File: src/rtl/core/battery_percent_trimmed_mean_filter_macros.svh
// Assertion macros shared by the battery percentage filter RTL
`ifndef BATTERY_PERCENT_TRIMMED_MEAN_FILTER_MACROS_SVH
`define BATTERY_PERCENT_TRIMMED_MEAN_FILTER_MACROS_SVH

// Check that the consequent holds in the same cycle as the antecedent
`define BPTM_ASSERT_SAME(label, ante, cons) \
    label: assert property (@(posedge i_clk) disable iff (!i_rst_n) (ante) |-> (cons)) \
        else $error("bptm check failed");

// Check that the consequent holds in the cycle after the antecedent
`define BPTM_ASSERT_NEXT(label, ante, cons) \
    label: assert property (@(posedge i_clk) disable iff (!i_rst_n) (ante) |=> (cons)) \
        else $error("bptm check failed");

`endif

File: src/rtl/core/bptm_pkg.sv
// Shared constants for the battery percentage trimmed-mean filter
package bptm_pkg;

    localparam int unsigned WINDOW_DEF = 8;
    localparam int unsigned SAMPLE_W   = 8;
    localparam int unsigned PCT_W      = 7;
    localparam int unsigned QUO_W      = 7;

    localparam logic [SAMPLE_W-1:0] SAMPLE_MAX = 8'd100;
    localparam logic [7:0]          TRIM_MIN   = 8'd3;
    localparam int unsigned         TRIM_DROP  = 2;
    localparam logic [PCT_W-1:0]    PCT_TOP    = 7'h7F;

endpackage

File: src/rtl/core/bptm_ram.sv
// Generic single-write, single-read RAM with registered read data
module bptm_ram #(
    parameter int unsigned WIDTH  = 7,
    parameter int unsigned DEPTH  = 8,
    parameter int unsigned ADDR_W = (DEPTH > 1) ? $clog2(DEPTH) : 1
) (
    input  logic              i_clk,
    input  logic              i_we,
    input  logic [ADDR_W-1:0] i_waddr,
    input  logic [WIDTH-1:0]  i_wdata,
    input  logic [ADDR_W-1:0] i_raddr,
    output logic [WIDTH-1:0]  o_rdata
);

    logic [WIDTH-1:0] r_mem [DEPTH];
    logic [WIDTH-1:0] r_rdata;

    // Write port
    always_ff @(posedge i_clk) begin
        if (i_we) begin
            r_mem[i_waddr] <= i_wdata;
        end
    end

    // Registered read port
    always_ff @(posedge i_clk) begin
        r_rdata <= r_mem[i_raddr];
    end

    assign o_rdata = r_rdata;

endmodule

File: src/rtl/core/bptm_div.sv
// Restoring serial divider, one quotient bit per cycle, narrow quotient
module bptm_div #(
    parameter int unsigned SUM_W = 10,
    parameter int unsigned CNT_W = 4
) (
    input  logic                       i_clk,
    input  logic                       i_rst_n,
    input  logic                       i_start,
    input  logic [SUM_W-1:0]           i_dividend,
    input  logic [CNT_W-1:0]           i_divisor,
    output logic                       o_done,
    output logic [bptm_pkg::QUO_W-1:0] o_quotient
);

    import bptm_pkg::*;

    localparam int unsigned DW     = SUM_W + QUO_W;
    localparam int unsigned STEP_W = $clog2(QUO_W);
    localparam logic [STEP_W-1:0] LAST_STEP = STEP_W'(QUO_W - 1);

    logic              r_busy;
    logic              r_done;
    logic [STEP_W-1:0] r_step;
    logic [DW-1:0]     r_rem;
    logic [DW-1:0]     r_dsr;
    logic [QUO_W-1:0]  r_quo;
    logic              fits;

    assign fits = (r_rem >= r_dsr);

    // Control: count quotient bits, pulse done after the last one
    always_ff @(posedge i_clk) begin
        if (!i_rst_n) begin
            r_busy <= 1'b0;
            r_done <= 1'b0;
            r_step <= '0;
        end else begin
            r_done <= r_busy && !i_start && (r_step == LAST_STEP);
            if (i_start) begin
                r_busy <= 1'b1;
                r_step <= '0;
            end else if (r_busy) begin
                if (r_step == LAST_STEP) begin
                    r_busy <= 1'b0;
                end else begin
                    r_step <= r_step + 1'b1;
                end
            end
        end
    end

    // Datapath: trial subtract, shift divisor right
    always_ff @(posedge i_clk) begin
        if (i_start) begin
            r_rem <= DW'(i_dividend);
            r_dsr <= DW'(i_divisor) << (QUO_W - 1);
            r_quo <= '0;
        end else if (r_busy) begin
            if (fits) begin
                r_rem <= r_rem - r_dsr;
            end
            r_quo <= {r_quo[QUO_W-2:0], fits};
            r_dsr <= r_dsr >> 1;
        end
    end

    assign o_done     = r_done;
    assign o_quotient = r_quo;

endmodule

File: src/rtl/core/battery_percent_trimmed_mean_filter.sv
// Each request walks the n window entries through the RAM read port, then passes a trim
// state, the serial divider and an emit state before the result loads the output register.
// A rejected sample skips the walk, trim and divider and goes straight to emit. Throughput:
// one request at a time; the input stalls until the result is in the output register.
// Reset (synchronous, active low) clears mode, fill count, pointer, held value and
// output valid; window RAM contents stay undefined until written.
module battery_percent_trimmed_mean_filter #(
    parameter int unsigned WINDOW = bptm_pkg::WINDOW_DEF
) (
    input  logic                          i_clk,
    input  logic                          i_rst_n,
    input  logic                          i_valid,
    output logic                          o_stall,
    input  logic [bptm_pkg::SAMPLE_W-1:0] i_sample,
    input  logic                          i_charging,
    output logic                          o_valid,
    input  logic                          i_stall,
    output logic [bptm_pkg::PCT_W-1:0]    o_percent,
    output logic                          o_known
);

    import bptm_pkg::*;

    `include "battery_percent_trimmed_mean_filter_macros.svh"

    localparam int unsigned CNT_W = $clog2(WINDOW + 1);
    localparam int unsigned PTR_W = (WINDOW > 1) ? $clog2(WINDOW) : 1;
    localparam int unsigned SUM_W = $clog2(WINDOW * 100 + 1);
    localparam logic [CNT_W-1:0] FILL_MAX = CNT_W'(WINDOW);
    localparam logic [PTR_W-1:0] PTR_LAST = PTR_W'(WINDOW - 1);

    localparam logic [2:0] S_IDLE = 3'd0;
    localparam logic [2:0] S_WALK = 3'd1;
    localparam logic [2:0] S_TRIM = 3'd2;
    localparam logic [2:0] S_DIV  = 3'd3;
    localparam logic [2:0] S_EMIT = 3'd4;

    logic [2:0]       r_state;
    logic [2:0]       n_state;
    logic [CNT_W-1:0] r_fill;
    logic [PTR_W-1:0] r_ptr;
    logic [PCT_W-1:0] r_held;
    logic             r_held_valid;
    logic             r_mode_charging;
    logic             r_mode_latched;
    logic [CNT_W-1:0] r_idx;
    logic             r_rd_vld;
    logic [SUM_W-1:0] r_sum;
    logic [PCT_W-1:0] r_lo;
    logic [PCT_W-1:0] r_hi;
    logic [PCT_W-1:0] r_res_pct;
    logic             r_res_known;
    logic             r_out_valid;
    logic [PCT_W-1:0] r_out_pct;
    logic             r_out_known;

    logic             accept;
    logic             mode_clr;
    logic             reject;
    logic [CNT_W-1:0] fill_base;
    logic [PTR_W-1:0] ptr_base;
    logic             ram_we;
    logic [PCT_W-1:0] rd_data;
    logic             div_start;
    logic             div_done;
    logic [QUO_W-1:0] div_quo;
    logic [SUM_W-1:0] div_sum;
    logic [CNT_W-1:0] div_cnt;
    logic [PCT_W-1:0] cand;
    logic             out_free;
    logic             walk_end;
    logic             trim;

    assign accept    = i_valid && !o_stall;
    assign mode_clr  = r_mode_latched && (r_mode_charging != i_charging);
    assign reject    = (i_sample > SAMPLE_MAX);
    assign fill_base = mode_clr ? '0 : r_fill;
    assign ptr_base  = mode_clr ? '0 : r_ptr;
    assign ram_we    = accept && !reject;
    assign out_free  = !r_out_valid || !i_stall;
    assign walk_end  = (r_idx == r_fill) && !r_rd_vld;
    assign trim      = (8'(r_fill) >= TRIM_MIN);
    assign div_start = (r_state == S_TRIM);

    // Drop one minimum and one maximum with three or more entries
    assign div_sum = trim ? (r_sum - SUM_W'(r_lo) - SUM_W'(r_hi)) : r_sum;
    assign div_cnt = trim ? (r_fill - CNT_W'(TRIM_DROP)) : r_fill;

    // Window store
    bptm_ram #(
        .WIDTH (PCT_W),
        .DEPTH (WINDOW),
        .ADDR_W(PTR_W)
    ) u_window (
        .i_clk  (i_clk),
        .i_we   (ram_we),
        .i_waddr(ptr_base),
        .i_wdata(i_sample[PCT_W-1:0]),
        .i_raddr(r_idx[PTR_W-1:0]),
        .o_rdata(rd_data)
    );

    // Serial divider for the mean
    bptm_div #(
        .SUM_W(SUM_W),
        .CNT_W(CNT_W)
    ) u_div (
        .i_clk     (i_clk),
        .i_rst_n   (i_rst_n),
        .i_start   (div_start),
        .i_dividend(div_sum),
        .i_divisor (div_cnt),
        .o_done    (div_done),
        .o_quotient(div_quo)
    );

    // Clamp the mean against the held value by mode
    always_comb begin
        cand = div_quo[PCT_W-1:0];
        if (r_held_valid) begin
            if (r_mode_charging) begin
                if (cand < r_held) begin
                    cand = r_held;
                end
            end else if (cand > r_held) begin
                cand = r_held;
            end
        end
    end

    // Sequencer next state
    always_comb begin
        n_state = r_state;
        unique case (r_state)
            S_IDLE: begin
                if (accept) begin
                    n_state = reject ? S_EMIT : S_WALK;
                end
            end
            S_WALK: begin
                if (walk_end) begin
                    n_state = S_TRIM;
                end
            end
            S_TRIM: n_state = S_DIV;
            S_DIV: begin
                if (div_done) begin
                    n_state = S_EMIT;
                end
            end
            S_EMIT: begin
                if (out_free) begin
                    n_state = S_IDLE;
                end
            end
            default: n_state = S_IDLE;
        endcase
    end

    // Control state: mode, fill, pointer, held value, output valid
    always_ff @(posedge i_clk) begin
        if (!i_rst_n) begin
            r_state         <= S_IDLE;
            r_fill          <= '0;
            r_ptr           <= '0;
            r_held          <= '0;
            r_held_valid    <= 1'b0;
            r_mode_charging <= 1'b0;
            r_mode_latched  <= 1'b0;
            r_rd_vld        <= 1'b0;
            r_idx           <= '0;
            r_out_valid     <= 1'b0;
        end else begin
            r_state <= n_state;
            // Load the output register or drop it once taken
            if ((r_state == S_EMIT) && out_free) begin
                r_out_valid <= 1'b1;
            end else if (!i_stall) begin
                r_out_valid <= 1'b0;
            end
            unique case (r_state)
                S_IDLE: begin
                    if (accept) begin
                        r_mode_charging <= i_charging;
                        r_mode_latched  <= 1'b1;
                        if (mode_clr) begin
                            r_held       <= '0;
                            r_held_valid <= 1'b0;
                        end
                        if (reject) begin
                            r_fill <= fill_base;
                            r_ptr  <= ptr_base;
                        end else begin
                            r_ptr  <= (ptr_base == PTR_LAST) ? '0 : ptr_base + 1'b1;
                            r_fill <= (fill_base == FILL_MAX) ? fill_base
                                                              : fill_base + 1'b1;
                        end
                        r_idx    <= '0;
                        r_rd_vld <= 1'b0;
                    end
                end
                S_WALK: begin
                    // Advance the read address until the fill count is reached
                    r_rd_vld <= (r_idx != r_fill);
                    if (r_idx != r_fill) begin
                        r_idx <= r_idx + 1'b1;
                    end
                end
                S_TRIM: begin
                end
                S_DIV: begin
                    if (div_done) begin
                        r_held       <= cand;
                        r_held_valid <= 1'b1;
                    end
                end
                S_EMIT: begin
                end
                default: begin
                end
            endcase
        end
    end

    // Datapath: accumulate sum, min, max; hold result
    always_ff @(posedge i_clk) begin
        unique case (r_state)
            S_IDLE: begin
                r_sum       <= '0;
                r_lo        <= PCT_TOP;
                r_hi        <= '0;
                r_res_pct   <= '0;
                r_res_known <= 1'b0;
            end
            S_WALK: begin
                if (r_rd_vld) begin
                    r_sum <= r_sum + SUM_W'(rd_data);
                    if (rd_data < r_lo) begin
                        r_lo <= rd_data;
                    end
                    if (rd_data > r_hi) begin
                        r_hi <= rd_data;
                    end
                end
            end
            S_TRIM: begin
            end
            S_DIV: begin
                if (div_done) begin
                    r_res_pct   <= cand;
                    r_res_known <= 1'b1;
                end
            end
            S_EMIT: begin
                if (out_free) begin
                    r_out_pct   <= r_res_pct;
                    r_out_known <= r_res_known;
                end
            end
            default: begin
            end
        endcase
    end

    assign o_stall   = (r_state != S_IDLE);
    assign o_valid   = r_out_valid;
    assign o_percent = r_out_pct;
    assign o_known   = r_out_known;

    `BPTM_ASSERT_SAME(a_unknown_is_zero, o_valid && !o_known, o_percent == '0)
    `BPTM_ASSERT_SAME(a_fill_bounded, 1'b1, r_fill <= FILL_MAX)
    `BPTM_ASSERT_NEXT(a_busy_after_accept, accept, o_stall)
    `BPTM_ASSERT_NEXT(a_held_after_mean, (r_state == S_DIV) && div_done, r_held_valid)

endmodule

File: config.mk
export PLATFORM = sky130hd
export DESIGN_NAME = battery_percent_trimmed_mean_filter
export DESIGN_NICKNAME = d
export VERILOG_FILES = /design/src/rtl/core/bptm_pkg.sv /design/src/rtl/core/bptm_ram.sv /design/src/rtl/core/bptm_div.sv /design/src/rtl/core/battery_percent_trimmed_mean_filter.sv
export VERILOG_INCLUDE_DIRS = /design/src /design/src/rtl/core
export SDC_FILE = /design/constraint.sdc
export NUM_CORES = 1
export LEC_CHECK = 0
export ABC_AREA = 1
export CAP_MARGIN = 20
export CORE_ASPECT_RATIO = 1.1
export CORE_UTILIZATION = 58
export CTS_CLUSTER_SIZE = 30
export DETAILED_ROUTE_END_ITERATION = 8
export DONT_BUFFER_PORTS = 1
export PLACE_DENSITY = 0.74
export RECOVER_POWER = 25
export SLEW_MARGIN = 20
export SYNTH_ARGS = -nofsm -noshare
export SYNTH_HDL_FRONTEND = slang
export SYNTH_HIERARCHICAL = 1
export SYNTH_SLANG_ARGS = --single-unit
File: constraint.sdc
create_clock -name i_clk -period 2.15 [get_ports i_clk]
set_input_delay 0.3225 -clock i_clk [delete_from_list [all_inputs] [get_ports i_clk]]
set_output_delay 0.3225 -clock i_clk [all_outputs]
set_load 0.02 [all_outputs]
### Word level (Yosys, flattened, before mapping)

Memories as Yosys holds them, arrays and structs flattened. A register that Yosys moved wholly into a read port is not among the register bits.
Cells that the tools add are included.

* register bits after elaboration: 105
* memory bits (writable): 56
* input port bits: 13
* output and inout bits: 10
* logic and storage cells: 151
* memories kept: 1

* add/sub/neg operators: 9
* $lt $le $gt $ge: 7
* equality and inequality tests: 20
* mux-type cells: 53
* bitwise operators: 2
* reduce and logical (&&, ||, !) cells: 34

Memory list
* u_window.r_mem: depth 8, width 7, rd ports 1, clocked after Yosys merged registers in 1, write ports 1, RTL line bptm_ram.sv:15 `logic [WIDTH-1:0] r_mem [DEPTH];`

Operators with widths (count)
* two-way mux 7 bit: 11
* two-way mux 10 bit: 7
* one-hot mux 7 bit (2 select lines): 4
* two-way mux 3 bit: 8
* two-way mux 4 bit: 6
* one-hot mux 10 bit (2 select lines): 1
* subtractor 10 x 7 -> 10 bit: 2
* >= comparator 17 x 10 -> 1 bit: 1
* subtractor 17 x 10 -> 17 bit: 1
* != test 2 bit (second input constant): 8
* AND reduction 2 bit: 8
* one-hot mux 3 bit (5 select lines): 1
* > comparator 7 bit: 2
* < comparator 7 bit: 2
* two-way mux 1 bit: 11
* adder 10 x 7 -> 10 bit: 1
* equality test 3 bit (second input constant): 3
* AND reduction 3 bit: 3
* adder 4 x 1 -> 4 bit (second input constant): 2
* > comparator 8 x 7 -> 1 bit (second input constant): 1
* one-hot mux 4 bit (2 select lines): 1
* AND reduction 4 bit: 2
* nonzero test 2 bit: 4
* logical AND 1 bit: 7
* 17 further kinds: 28

### Depth between registers and ports, before layout

Gate-level depths: netlist of the first run.

* word-level depth: 6
* gate-level depth with buffers: 18
* gate-level depth less buffers: 18

### Cells and area by module

The synthesis of the first run kept the hierarchy.

Modules (own cells, without submodules)
* battery_percent_trimmed_mean_filter: instances 1, cells an instance 546, area each 4519.3 um^2, seq. area each 1721.7 um^2
* bptm_ram: instances 1, cells an instance 266, area each 2718.9 um^2, seq. area each 1821.7 um^2
* bptm_div: instances 1, cells an instance 334, area each 2328.5 um^2, seq. area each 920.9 um^2

### Worst setup path after synthesis of the first run

OpenSTA, ideal clock, no wires.

* kind: register to register
* from: reg r_sum[3]
* to: reg u_div.r_rem[8], data pin
* setup time: 254 ps
* arrival time: 2104 ps
* required time: 1896 ps
* setup slack: -207 ps
* stages on the path, launching flop included: 16
* path buffers: 0
* cells stage by stage: edfxtp_1 -> fa_1 -> ha_1 -> a21oi_1 -> nand2_1 -> nand2_1 -> nand2_1 -> nand2_1 -> nand2_1 -> nand2_1 -> nand2_1 -> nand2_1 -> nand2_1 -> xor2_1 -> nand2_1 -> nand2_1

* word-level cells in the longest chain between the ends: 4

Ends and longest elaborated chain
* from (decl): RTL line battery_percent_trimmed_mean_filter.sv:48 `logic [SUM_W-1:0] r_sum;`
* from (signal assigned): RTL line battery_percent_trimmed_mean_filter.sv:237 `r_sum <= r_sum + SUM_W'(rd_data);`
* subtractor 10 x 7 -> 10 bit (2 in series): RTL line battery_percent_trimmed_mean_filter.sv:86 `assign div_sum = trim ? (r_sum - SUM_W'(r_lo) - SUM_W'(r_hi)) : r_sum;`
* two-way mux 10 bit: RTL line battery_percent_trimmed_mean_filter.sv:86
* net div_sum[8]: RTL line battery_percent_trimmed_mean_filter.sv:67 `logic [SUM_W-1:0] div_sum;`
* two-way mux 10 bit: RTL line bptm_div.sv:54 `if (i_start) begin`
* to (signal assigned): RTL line bptm_div.sv:55 `r_rem <= DW'(i_dividend);`
* to (signal assigned): RTL line bptm_div.sv:60 `r_rem <= r_rem - r_dsr;`
* to (decl): RTL line bptm_div.sv:24 `logic [DW-1:0] r_rem;`

The timed path passes the listed nets, and every way through them passes these cells.
A chain may end at the register's enable or synchronous reset.

### Final worst setup path of the first run

* from: reg r_lo[2]
* to: reg u_div.r_rem[9], data pin

* word-level cells in the longest chain between the ends: 4

Ends and longest elaborated chain
* from (decl): RTL line battery_percent_trimmed_mean_filter.sv:49 `logic [PCT_W-1:0] r_lo;`
* from (signal assigned): RTL line battery_percent_trimmed_mean_filter.sv:239 `r_lo <= rd_data;`
* subtractor 10 x 7 -> 10 bit (2 in series): RTL line battery_percent_trimmed_mean_filter.sv:86
* two-way mux 10 bit: RTL line battery_percent_trimmed_mean_filter.sv:86
* net div_sum[9]: RTL line battery_percent_trimmed_mean_filter.sv:67
* two-way mux 10 bit: RTL line bptm_div.sv:54

The timed path passes the listed nets, and every way through them passes these cells.

==> flow_summary.ini, run 1 <==
[synth]
synth_mux_area_frac = 0
ys_warn_count = 6
synth_top_cell_by_area = edfxtp_1
synth_flop_cell = edfxtp_1
yosys_register_bits = 168
synth_cells = 1146
synth_simple_gate_area_frac = 0.2331
seq_area_frac_synth = 0.4666
synth_top_family_by_area = simple AND/OR/NAND/NOR gates
synth_common_cells = nand2_1, inv_1, edfxtp_1
synth.avg_cell_area_um2 = 8.348
synth-compound-area-share = 0.08763
yosys.area_share.xor_xnor = 0.01465
synth.area.top_cells = edfxtp_1, dfxtp_1, nand2_1
synth_top_area_frac = 0.3453
syn-num-nets = 1222
synth_edf_count = 110
synth_adder_area_share = 0.08946
synth_area_um2 = 9567
synthArstFlopShare = 0
yosysMostFrequentCell = nand2_1
synth_cell_types = 52

[global_routing]
grt_antenna_before_repair = 0
grt_max_degree = 29
grt_pass1_wl_um = 33720
grt_overflow_total = 0
grt_pass1_vias = 7128
grtUsageTotal = 0.2516

[placed_design]
placedInstanceArea_um2 = 10170
gp_congestion = 0.8679
hpwl_um = 14810
post-place-ws_ns = -0.2719
io_buffer_count = 0

[pwr]
ir_drop_v = 0.001272
totalPowerFinal_mw = 16.92
power_density_nw_per_um2 = 1537
p_leak_nw = 5.092

[critical_path]
worstPathCellList = inv_2 > fa_1 > ha_4 > o211ai_1 > nand2_1 > inv_1 > o21ai_2 > nand2_1 > nand3_2 > xor2_1 > inv_1 > nand2_1 > o31ai_1
crit_path_end_kind = register
path_delay_family = adder cells
cpPeakStageDelay_ns = 0.45
crit_top_cell = nand2_1
start_kind = register
cp.arrival_ns = 2.59
crit_required_ns = 2.32
critPathKind = register to register
crit_fanout = 4
critPathBufInv = 3
slowest_stage = fa_1

[cts]
htreeDepth = 4
clock_sinks = 168
ctsLongestPathBuffers = 2
cts_made_buffers = 17
insertion_delay_ns = 0.43
clock-root-buffer = clkbuf_16
clk_pin_slew_worst_paths_ns = 0.07
cts_tree = done

[cells_and_area]
fin_area_um2 = 11010
area_growth_pct = 15.07
insertedDiodeCount = 0
drive_gt1_frac = 0.1582
fin_nets = 1289

[route]
wl_met2_um = 10100
top_layer = met4
drtIter0Drc = 328
drt-pass1-iter-count = 5
routed_via_density = 5.305
antenna_left = 0
wirelength_met1_um = 9125
drc = 0
wl_met3_um = 1054
detail_route.wl_per_cell_um = 14.51
vias = 7565
drt_wl_total_um = 20690

[floorplan]
coreArea_um2 = 15920
fp.dieH_um = 136.7
ioPinCount = 23
die_w_um = 124.5
start_util = 0.6011
fp-row-count = 48
dieArea_um2 = 17010

[sta]
setup_viol = 7
fin_ws_ns = -0.2717
worst_slew_pin_slew_ns = 0.7911
fin_skew_ns = 0.009647
hold_viol_final = 0
finalCritPeriodShare = 1.126
finalCriticalPeriod_ns = 2.422
fin_hold_ws_ns = 0.02051
finalMaxSlewViolations = 0
max_clock_freq_ghz = 0.4129
rsz0062_at_grt = yes
max_slew_margin = 0.4726

[run_status]
outcome = finished with violations
violations = negative setup slack

[flow_run]
cap_violations = 0

[hold_path]
hold_class = primary input to register
[flip-flops by register name (all words and copies together), names as in the netlist, 7 cells and up]
register,count
o_percent,7
u_div/o_quotient,7
u_div/r_dsr,10
r_hi,7
r_sum,10
u_window/o_rdata,7
u_div/r_rem,17
u_window/r_mem,56
r_held,7
r_res_pct,7
r_lo,7
[cell families after synthesis]
kind of cell | Yosys count
AO/OA/AOI/OAI | 142
buffers and inverters | 248
flip-flops | 168
adder cells (fa/ha/maj) | 63
XOR/XNOR | 16
AND/OR/NAND/NOR | 509
[layer usage]
metal,up-vias,global-route usage
met4,0,0.08768
met3,39,0.04730
met5,-,0
met2,199,0.4405
met1,3501,0.3125
li1,3826,-
[cell usage in the layout, fill, tap and decap left out, types with 3 or more instances in the layout]
| master | n |
|---|---|
| nand2_1 | 301 |
| inv_1 | 202 |
| edfxtp_1 | 110 |
| nor2_1 | 72 |
| nand3_1 | 72 |
| buf_4 | 60 |
| dfxtp_1 | 57 |
| a21oi_1 | 50 |
| ha_1 | 42 |
| o21ai_0 | 40 |
| inv_2 | 19 |
| clkbuf_16 | 17 |
| nand2_2 | 13 |
| o22ai_1 | 10 |
| nor3_1 | 9 |
| xnor2_1 | 9 |
| ha_4 | 9 |
| a21oi_2 | 8 |
| nand3_2 | 8 |
| dlygate4sd3_1 | 8 |
| xor2_1 | 7 |
| o21ai_1 | 7 |
| fa_1 | 7 |
| nand2_4 | 6 |
| o21ai_2 | 6 |
| nand4_1 | 6 |
| nor2_2 | 5 |
| or2_2 | 5 |
| nor2_4 | 4 |
| a31oi_1 | 4 |
| clkinv_8 | 4 |
| inv_8 | 4 |
| nand4_2 | 3 |
| o211ai_1 | 3 |
| o31ai_1 | 3 |
| ha_2 | 3 |
| clkinv_4 | 3 |
[power by group]
group,leakage [nW],switching (mW),internal (mW)
clock network,0.304,1.47,1.69
logic,3.28,5.22,3.56
registers,1.51,0.539,4.44
[cell type report]
class / count / area [um2]
tap: 200 / 250.2
multi-input combinational: 730 / 4244
inverter: 225 / 848.3
clock buffer: 17 / 425.4
timing repair buffer: 71 / 574.3
sequential: 168 / 4466
fill: 1216 / 4907
clock inverter: 15 / 200.2
[per-stage QoR]
| stage | TNS (ns) | cells | util |
|---|---|---|---|
| 2_1_floorplan | -0.2464 | 1146 | - |
| 3_3_place_gp | -0.7595 | 1385 | 0.6392 |
| 3_5_place_dp | -1.052 | 1385 | 0.6392 |
| 4_1_cts | -1.042 | 1425 | 0.6844 |
| 5_1_grt | -2.573 | 1426 | 0.6917 |
| 6_report | -1.007 | 1426 | 0.6917 |
[final timing paths]
path	start	endpoint	slack (ns)	cells past startpoint
worst max-delay path	r_lo[2]$_SDFFCE_PN1P_	u_div/r_rem[9]$_DFFE_PP_	-0.27	13
worst min-delay path	i_rst_n	u_div/r_busy$_SDFF_PN0_	0.02	2
worst max register to register	r_lo[2]$_SDFFCE_PN1P_	u_div/r_rem[9]$_DFFE_PP_	-0.27	13
worst min register to register	r_res_pct[1]$_DFFE_PP_	o_percent[1]$_DFFE_PP_	0.42	0
[timing repair]
item / 4_1_cts / 5_1_grt
endpoints found under the hold margin: 61 / 0
resized for setup: 6 / 31
endpoints found under the setup margin: 6 / 25
gates cloned: 0 / 0
hold buffers: 8 / 0
pin swaps: 3 / 8
buffers inserted: 0 / 1
Note: power is estimated with default switching activity, not from simulation.
==> run 2, diff against run 1 <==
--- a/config.mk
+++ b/config.mk
@@ -15,6 +15,7 @@
 export DONT_BUFFER_PORTS = 1
 export PLACE_DENSITY = 0.74
 export RECOVER_POWER = 25
+export SETUP_SLACK_MARGIN = 0.3
 export SLEW_MARGIN = 20
 export SYNTH_ARGS = -nofsm -noshare
 export SYNTH_HDL_FRONTEND = slang
==> run 2 against run 1 <==
The flow still finishes with violations (negative setup slack). Maximum frequency down 0.69%. Global-route usage rose by 1.0 points. Via count is 4.3% higher. Critical path depth increased by 3. Non-clock buffer count is 33 higher. Die area unchanged. Wire length rose by 12%. Design area increased by 8.6%. Sequential cell count is the same. Critical endpoint is now u_div/r_rem[8]$_DFFE_PP_. Largest cell class is now multi-input combinational cells. Largest power group unchanged. Highest routed layer unchanged.
==> flow_summary.ini, run 2 (synthesis results as in run 1) <==
[run_status]
outcome = finished with violations
violations = negative setup slack

[global_routing]
grt_pass1_wl_um = 35110
grt_pass1_vias = 7410
grt_antenna_before_repair = 0
grtUsageTotal = 0.2616
grt_overflow_total = 0
grt_max_degree = 32

[cells_and_area]
fin_area_um2 = 11960
fin_nets = 1324
fillers = 1062
top_register = u_window/r_mem
fin_util = 0.7514
reg_top3 = u_window/r_mem x56, u_div/r_rem x17
area_growth_pct = 25.01
drive_gt1_frac = 0.2855
mostFrequentLayoutCells = nand2_1, inv_1, edfxtp_1
fin_cells = 1461
insertedDiodeCount = 0
layout_commonest_cell = nand2_1
largest_reg_flops = 56

[route]
antenna_left = 0
drt-pass1-iter-count = 7
detail_route.wl_per_cell_um = 15.84
drc = 0
vias = 7888
routed_via_density = 5.399
drtIter0Drc = 557
drt_wl_total_um = 23140

[placed_design]
io_buffer_count = 0
post-place-ws_ns = -0.2740
dp_cells = 1382
hpwl_um = 14620
gp_congestion = 0.8692
placedInstanceArea_um2 = 10150

[floorplan]
ioPinCount = 23
fp.dieH_um = 136.7
fp-row-count = 48
start_util = 0.6011
die_w_um = 124.5
dieArea_um2 = 17010
coreArea_um2 = 15920

[sta]
setup_viol = 10
finalCriticalPeriod_ns = 2.439
fin_ws_ns = -0.2885
finalCritPeriodShare = 1.134
rsz0062_at_grt = yes
hold_viol_final = 0
max_slew_margin = 0.4694
worst_slew_pin_slew_ns = 0.7959
fin_skew_ns = 0.009794
max_clock_freq_ghz = 0.4101
finalMaxSlewViolations = 0

[pwr]
seq_power_share = 0.261
pwr-share-comb = 0.575
ir_drop_v = 0.001541
swShare = 0.4362
totalPowerFinal_mw = 19.52
power_density_nw_per_um2 = 1632
p_sw_mw = 8.514
internal_power_mw = 11.00
p_leak_nw = 5.346
power_frac_clock = 0.164

[cts]
clock_sinks = 168
cts_made_buffers = 17
ctsLongestPathBuffers = 2
htreeDepth = 4
cts_tree = done
insertion_delay_ns = 0.43
clock-root-buffer = clkbuf_16
clk_pin_slew_worst_paths_ns = 0.07

[critical_path]
rr_startpoint = r_lo[3]$_SDFFCE_PN1P_
rr_worst_depth = 16
crit_fanout = 4
cp.arrival_ns = 2.62
start_kind = register
crit_required_ns = 2.33
critPathKind = register to register
reg2reg_to = u_div/r_rem[8]$_DFFE_PP_
reg2reg_slack_ns = -0.29
crit_path_end_kind = register

[hold_path]
hp-start = i_rst_n
holdPathEnd = u_div/r_busy$_SDFF_PN0_
hold_depth = 2
hold_class = primary input to register

[flow_run]
cap_violations = 0
==> run 2: cell types whose count changed in the layout (fill, tap and decap cells not counted), moves of 12 or more <==
cell and change:
a21oi_1 -15, a21oi_2 +15, buf_4 +21, buf_6 +13, dfxtp_1 -12, ha_1 -20, ha_4 +20, inv_1 -16
inv_2 +16, nand2_1 -34, nand2_2 +26, nand3_1 -14, nand3_2 +13
==> run 2: critical path, stage by stage (launching register included) <==
cell and delay [ns]:
edfxtp_1 0.34, inv_2 0.05, fa_1 0.58, ha_4 0.23, a21oi_2 0.15, nand2_2 0.08, nand2_2 0.09, nand2_1 0.06
nand2_1 0.06, nand2_1 0.06, nand2_1 0.08, nand2_1 0.05, nand2_1 0.06, nand2_1 0.06, xor2_1 0.14, nand2_1 0.06
nand2_1 0.06
==> run 2: per-stage QoR <==
stage                     hold WS [ns]  TNS [ns]
after floorplan                 0.4003   -0.2466
after CTS                     0.005288   -0.8830
after global routing           0.01185    -3.288
final                          0.01548    -1.268
after global placement          0.4019   -0.6737
after detailed placement        0.4045    -1.048
==> run 2: area by class of cell <==
class	instances	area, um2	share of cell area
Multi-Input combinational cell	732	4897	0.4095
Sequential cell	168	4483	0.3749
Timing Repair Buffer	104	858.3	0.07177
Inverter	225	850.8	0.07114
Clock buffer	17	425.4	0.03557
Tap cell	200	250.2	0.02092
Clock inverter	15	193.9	0.01622
==> run 2: worst max-delay path by stage <==
stage	start	endpoint
after global routing	r_lo[3]$_SDFFCE_PN1P_	u_div/r_rem[8]$_DFFE_PP_
final	r_lo[3]$_SDFFCE_PN1P_	u_div/r_rem[8]$_DFFE_PP_
after floorplan	r_sum[2]$_SDFFCE_PN0P_	u_div/r_rem[9]$_DFFE_PP_
after global placement	r_lo[2]$_SDFFCE_PN1P_	u_div/r_rem[9]$_DFFE_PP_
after CTS	r_sum[2]$_SDFFCE_PN0P_	u_div/r_rem[9]$_DFFE_PP_
after detailed placement	r_lo[2]$_SDFFCE_PN1P_	u_div/r_rem[9]$_DFFE_PP_
==> run 2: timing repair <==
item                                   4_1_cts  5_1_grt
hold buffers                                 8        0
buffers inserted                            14       22
endpoints found under the hold margin       61        0
pin swaps                                   22       76
setup endpoints to repair                   44      123
resized for setup                           62      155
cloned                                       2        1
==> run 2: power by group through the flow <==
stage	Sequential, mW	Combinational [mW]	Clock [mW]
after floorplan	4.90	5.83	0
after global placement	5.00	7.93	0
after detailed placement	5.02	8.13	0
after CTS	5.00	9.15	3.23
after global routing	5.16	12.2	3.37
final	5.10	11.2	3.20
==> run 2: layer usage <==
layer,share of wire,global-route usage
met3,0.056,0.05317
met5,0,0
met4,0.026,0.07095
met1,0.41,0.3211
met2,0.51,0.4687
==> run 3, diff against run 2 <==
--- a/config.mk
+++ b/config.mk
@@ -9,15 +9,14 @@
 export ABC_AREA = 1
 export CAP_MARGIN = 20
 export CORE_ASPECT_RATIO = 1.1
-export CORE_UTILIZATION = 58
+export CORE_UTILIZATION = 61
 export CTS_CLUSTER_SIZE = 30
 export DETAILED_ROUTE_END_ITERATION = 8
 export DONT_BUFFER_PORTS = 1
-export PLACE_DENSITY = 0.74
+export PLACE_DENSITY = 0.75
 export RECOVER_POWER = 25
 export SETUP_SLACK_MARGIN = 0.3
 export SLEW_MARGIN = 20
 export SYNTH_ARGS = -nofsm -noshare
 export SYNTH_HDL_FRONTEND = slang
-export SYNTH_HIERARCHICAL = 1
 export SYNTH_SLANG_ARGS = --single-unit
==> constraint.sdc (replaced) <==
create_clock -name i_clk -period 3 [get_ports i_clk]
set_input_delay 0.45 -clock i_clk [delete_from_list [all_inputs] [get_ports i_clk]]
set_output_delay 0.45 -clock i_clk [all_outputs]
set_load 0.02 [all_outputs]
==> run 3 against run 2 <==
First-iteration DRC count is 19% lower. Clock skew rose by 0.0010 ns. Global-route usage fell by 0.40 points. Clock power fell by 32%. The flow now finishes without violations. Sequential power decreased by 33%. Critical path type unchanged. Wire length down 19%. Largest power group unchanged.
==> flow_summary.ini, run 3 <==
[run_status]
outcome = completed

[sta]
fin_hold_ws_ns = 0.1138
max_clock_freq_ghz = 0.4187
worst_slew_pin_slew_ns = 0.8011
setup_viol = 0
fin_skew_ns = 0.01084
fin_ws_ns = 0.6117
finalMaxSlewViolations = 0
finalCriticalPeriod_ns = 2.388
finalCritPeriodShare = 0.7961
tns_ns = 0
hold_viol_final = 0
rsz0062_at_grt = no
max_slew_margin = 0.4659

[synth]
seq_area_frac_synth = 0.4913
synth_cell_types = 43
yosysMostFrequentCell = nand2_1
syn-num-nets = 1137
synth_cells = 1061
synthArstFlopShare = 0
yosys_register_bits = 168
synth.area.top_cells = edfxtp_1, dfxtp_1, nand2_1
synth_flop_cell = edfxtp_1
synth.avg_cell_area_um2 = 8.564
synth_top_cell_by_area = edfxtp_1
ys_warn_count = 0
synth_edf_count = 110
synth_common_cells = nand2_1, inv_1, nor2_1
synth_top_area_frac = 0.3635
synth_area_um2 = 9086

[floorplan]
die_w_um = 118.4
coreArea_um2 = 14500
fp.dieH_um = 130.0
start_util = 0.6265
ioPinCount = 23
dieArea_um2 = 15390
fp-row-count = 46

[placed_design]
hpwl_um = 13770
gp_congestion = 0.9160
post-place-ws_ns = 0.4868
io_buffer_count = 0

[cells_and_area]
insertedDiodeCount = 0
fin_nets = 1146
mostFrequentLayoutCells = nand2_1, inv_1, nor2_1
top_register = u_window.r_mem
reg_top3 = u_window.r_mem x56, u_div.r_rem x17
area_growth_pct = 9.061
drive_gt1_frac = 0.06371
largest_reg_flops = 56
layout_commonest_cell = nand2_1

[route]
vias = 7005
antenna_left = 0
drt-pass1-iter-count = 5
drt_wl_total_um = 18740
drc = 0
routed_via_density = 5.494
detail_route.wl_per_cell_um = 14.69
drtIter0Drc = 451

[global_routing]
grt_max_degree = 34
grtUsageTotal = 0.2576
grt_antenna_before_repair = 0
grt_pass1_vias = 6656
grt_pass1_wl_um = 30930
grt_overflow_total = 0

[critical_path]
worstPathCellList = fa_1 > ha_1 > a21oi_1 > nand2_1 > nand2_1 > nand2_1 > nand2_1 > nand2_1 > nand2_1 > nand2_1 > nor2_1 > o21ai_0
slowest_stage = fa_1
cpPeakStageDelay_ns = 0.50
path_delay_family = adder cells
crit_top_cell = nand2_1
crit_fanout = 4
start_kind = register
crit_path_end_kind = register
crit_required_ns = 3.17
critPathBufInv = 0
cp.arrival_ns = 2.56
critPathKind = register to register

[cts]
clk_pin_slew_worst_paths_ns = 0.07
cts_tree = done
insertion_delay_ns = 0.43
cts_made_buffers = 17
post-cts-setup-buffer-count = 0
hold_buffers = 0
clock_sinks = 168
clock-root-buffer = clkbuf_16
htreeDepth = 4
cts_resized = 0
ctsLongestPathBuffers = 2

[flow_run]
cap_violations = 0

[pwr]
p_leak_nw = 4.359
ir_drop_v = 0.0007708
power_density_nw_per_um2 = 991.2

[hold_path]
hold_class = primary input to register
-- run 3: cell types whose count changed in the layout (fill, tap and decap cells not counted), sizes merged, moves of 6 or more --
cell         previous run  this run
nor3                   11        20
nor2                   82       127
a31oi                   4        10
nand3b                  0         6
nand3                  80        47
dlygate4sd3             8         0
inv                   233       178
o21ai                  54        80
nand2                 322       203
xnor2                   9         3
buf                    95        13
a22oi                   0        12
a21oi                  58        69
nand4                   9        16
-- run 3: final timing paths --
| path | from | endpoint | slack, ns | depth (start not counted) |
|---|---|---|---|---|
| hold reg to reg | r_res_pct[4]$_DFFE_PP_ | o_percent[4]$_DFFE_PP_ | 0.43 | 0 |
| hold / removal | i_sample[2] | u_window.r_mem[5][2]$_DFFE_PP_ | 0.11 | 0 |
| setup / recovery | r_sum[3]$_SDFFCE_PN0P_ | u_div.r_rem[6]$_DFFE_PP_ | 0.61 | 12 |
| setup reg to reg | r_sum[3]$_SDFFCE_PN0P_ | u_div.r_rem[6]$_DFFE_PP_ | 0.61 | 12 |
-- run 3: area by class of cell --
| type | instances | area, um2 |
|---|---|---|
| Sequential cell | 168 | 4464 |
| Timing Repair Buffer | 14 | 101.3 |
| Clock buffer | 19 | 464.2 |
| Inverter | 171 | 641.9 |
| Clock inverter | 13 | 127.6 |
| Fill cell | 1190 | 4594 |
| Multi-Input combinational cell | 698 | 3870 |
| Tap cell | 192 | 240.2 |
-- run 3: per-stage QoR --
stage	cells	total power, mW	instance area [um2]	utilization
CTS	1275	9.827	9918	0.6838
finish	1275	9.823	9910	0.6832
floorplan	1061	6.655	9086	-
global placement	1243	7.512	9326	0.6430
detailed placement	1243	7.619	9326	0.6430
global route	1275	10.59	9910	0.6832
-- run 3: power by group --
group	total, mW	internal [mW]	leakage (nW)	switching, mW
clock	2.18	1.24	0.298	0.945
sequential	3.44	3.09	1.51	0.352
combinational	4.20	1.45	2.55	2.75
-- run 3: logic make-up after synthesis --
logic type / share of synthesized area
AOI/OAI and AO/OA: 0.1195
buffers and inverters: 0.08221
and+or+nand+nor: 0.1993
adders and majority gates: 0.09419
xor gates and xnor gates: 0.01350
DFF: 0.4913
-- run 3: layer usage --
| metal | share of wire | track usage | up-vias | routed length [um] |
|---|---|---|---|---|
| met2 | 0.51 | 0.4740 | 170 | 9571 |
| met4 | 0.023 | 0.1184 | 0 | 432 |
| li1 | - | - | 3569 | - |
| met3 | 0.041 | 0.04633 | 40 | 774 |
| met1 | 0.42 | 0.2936 | 3226 | 7958 |
| met5 | 0 | 0 | - | 0 |
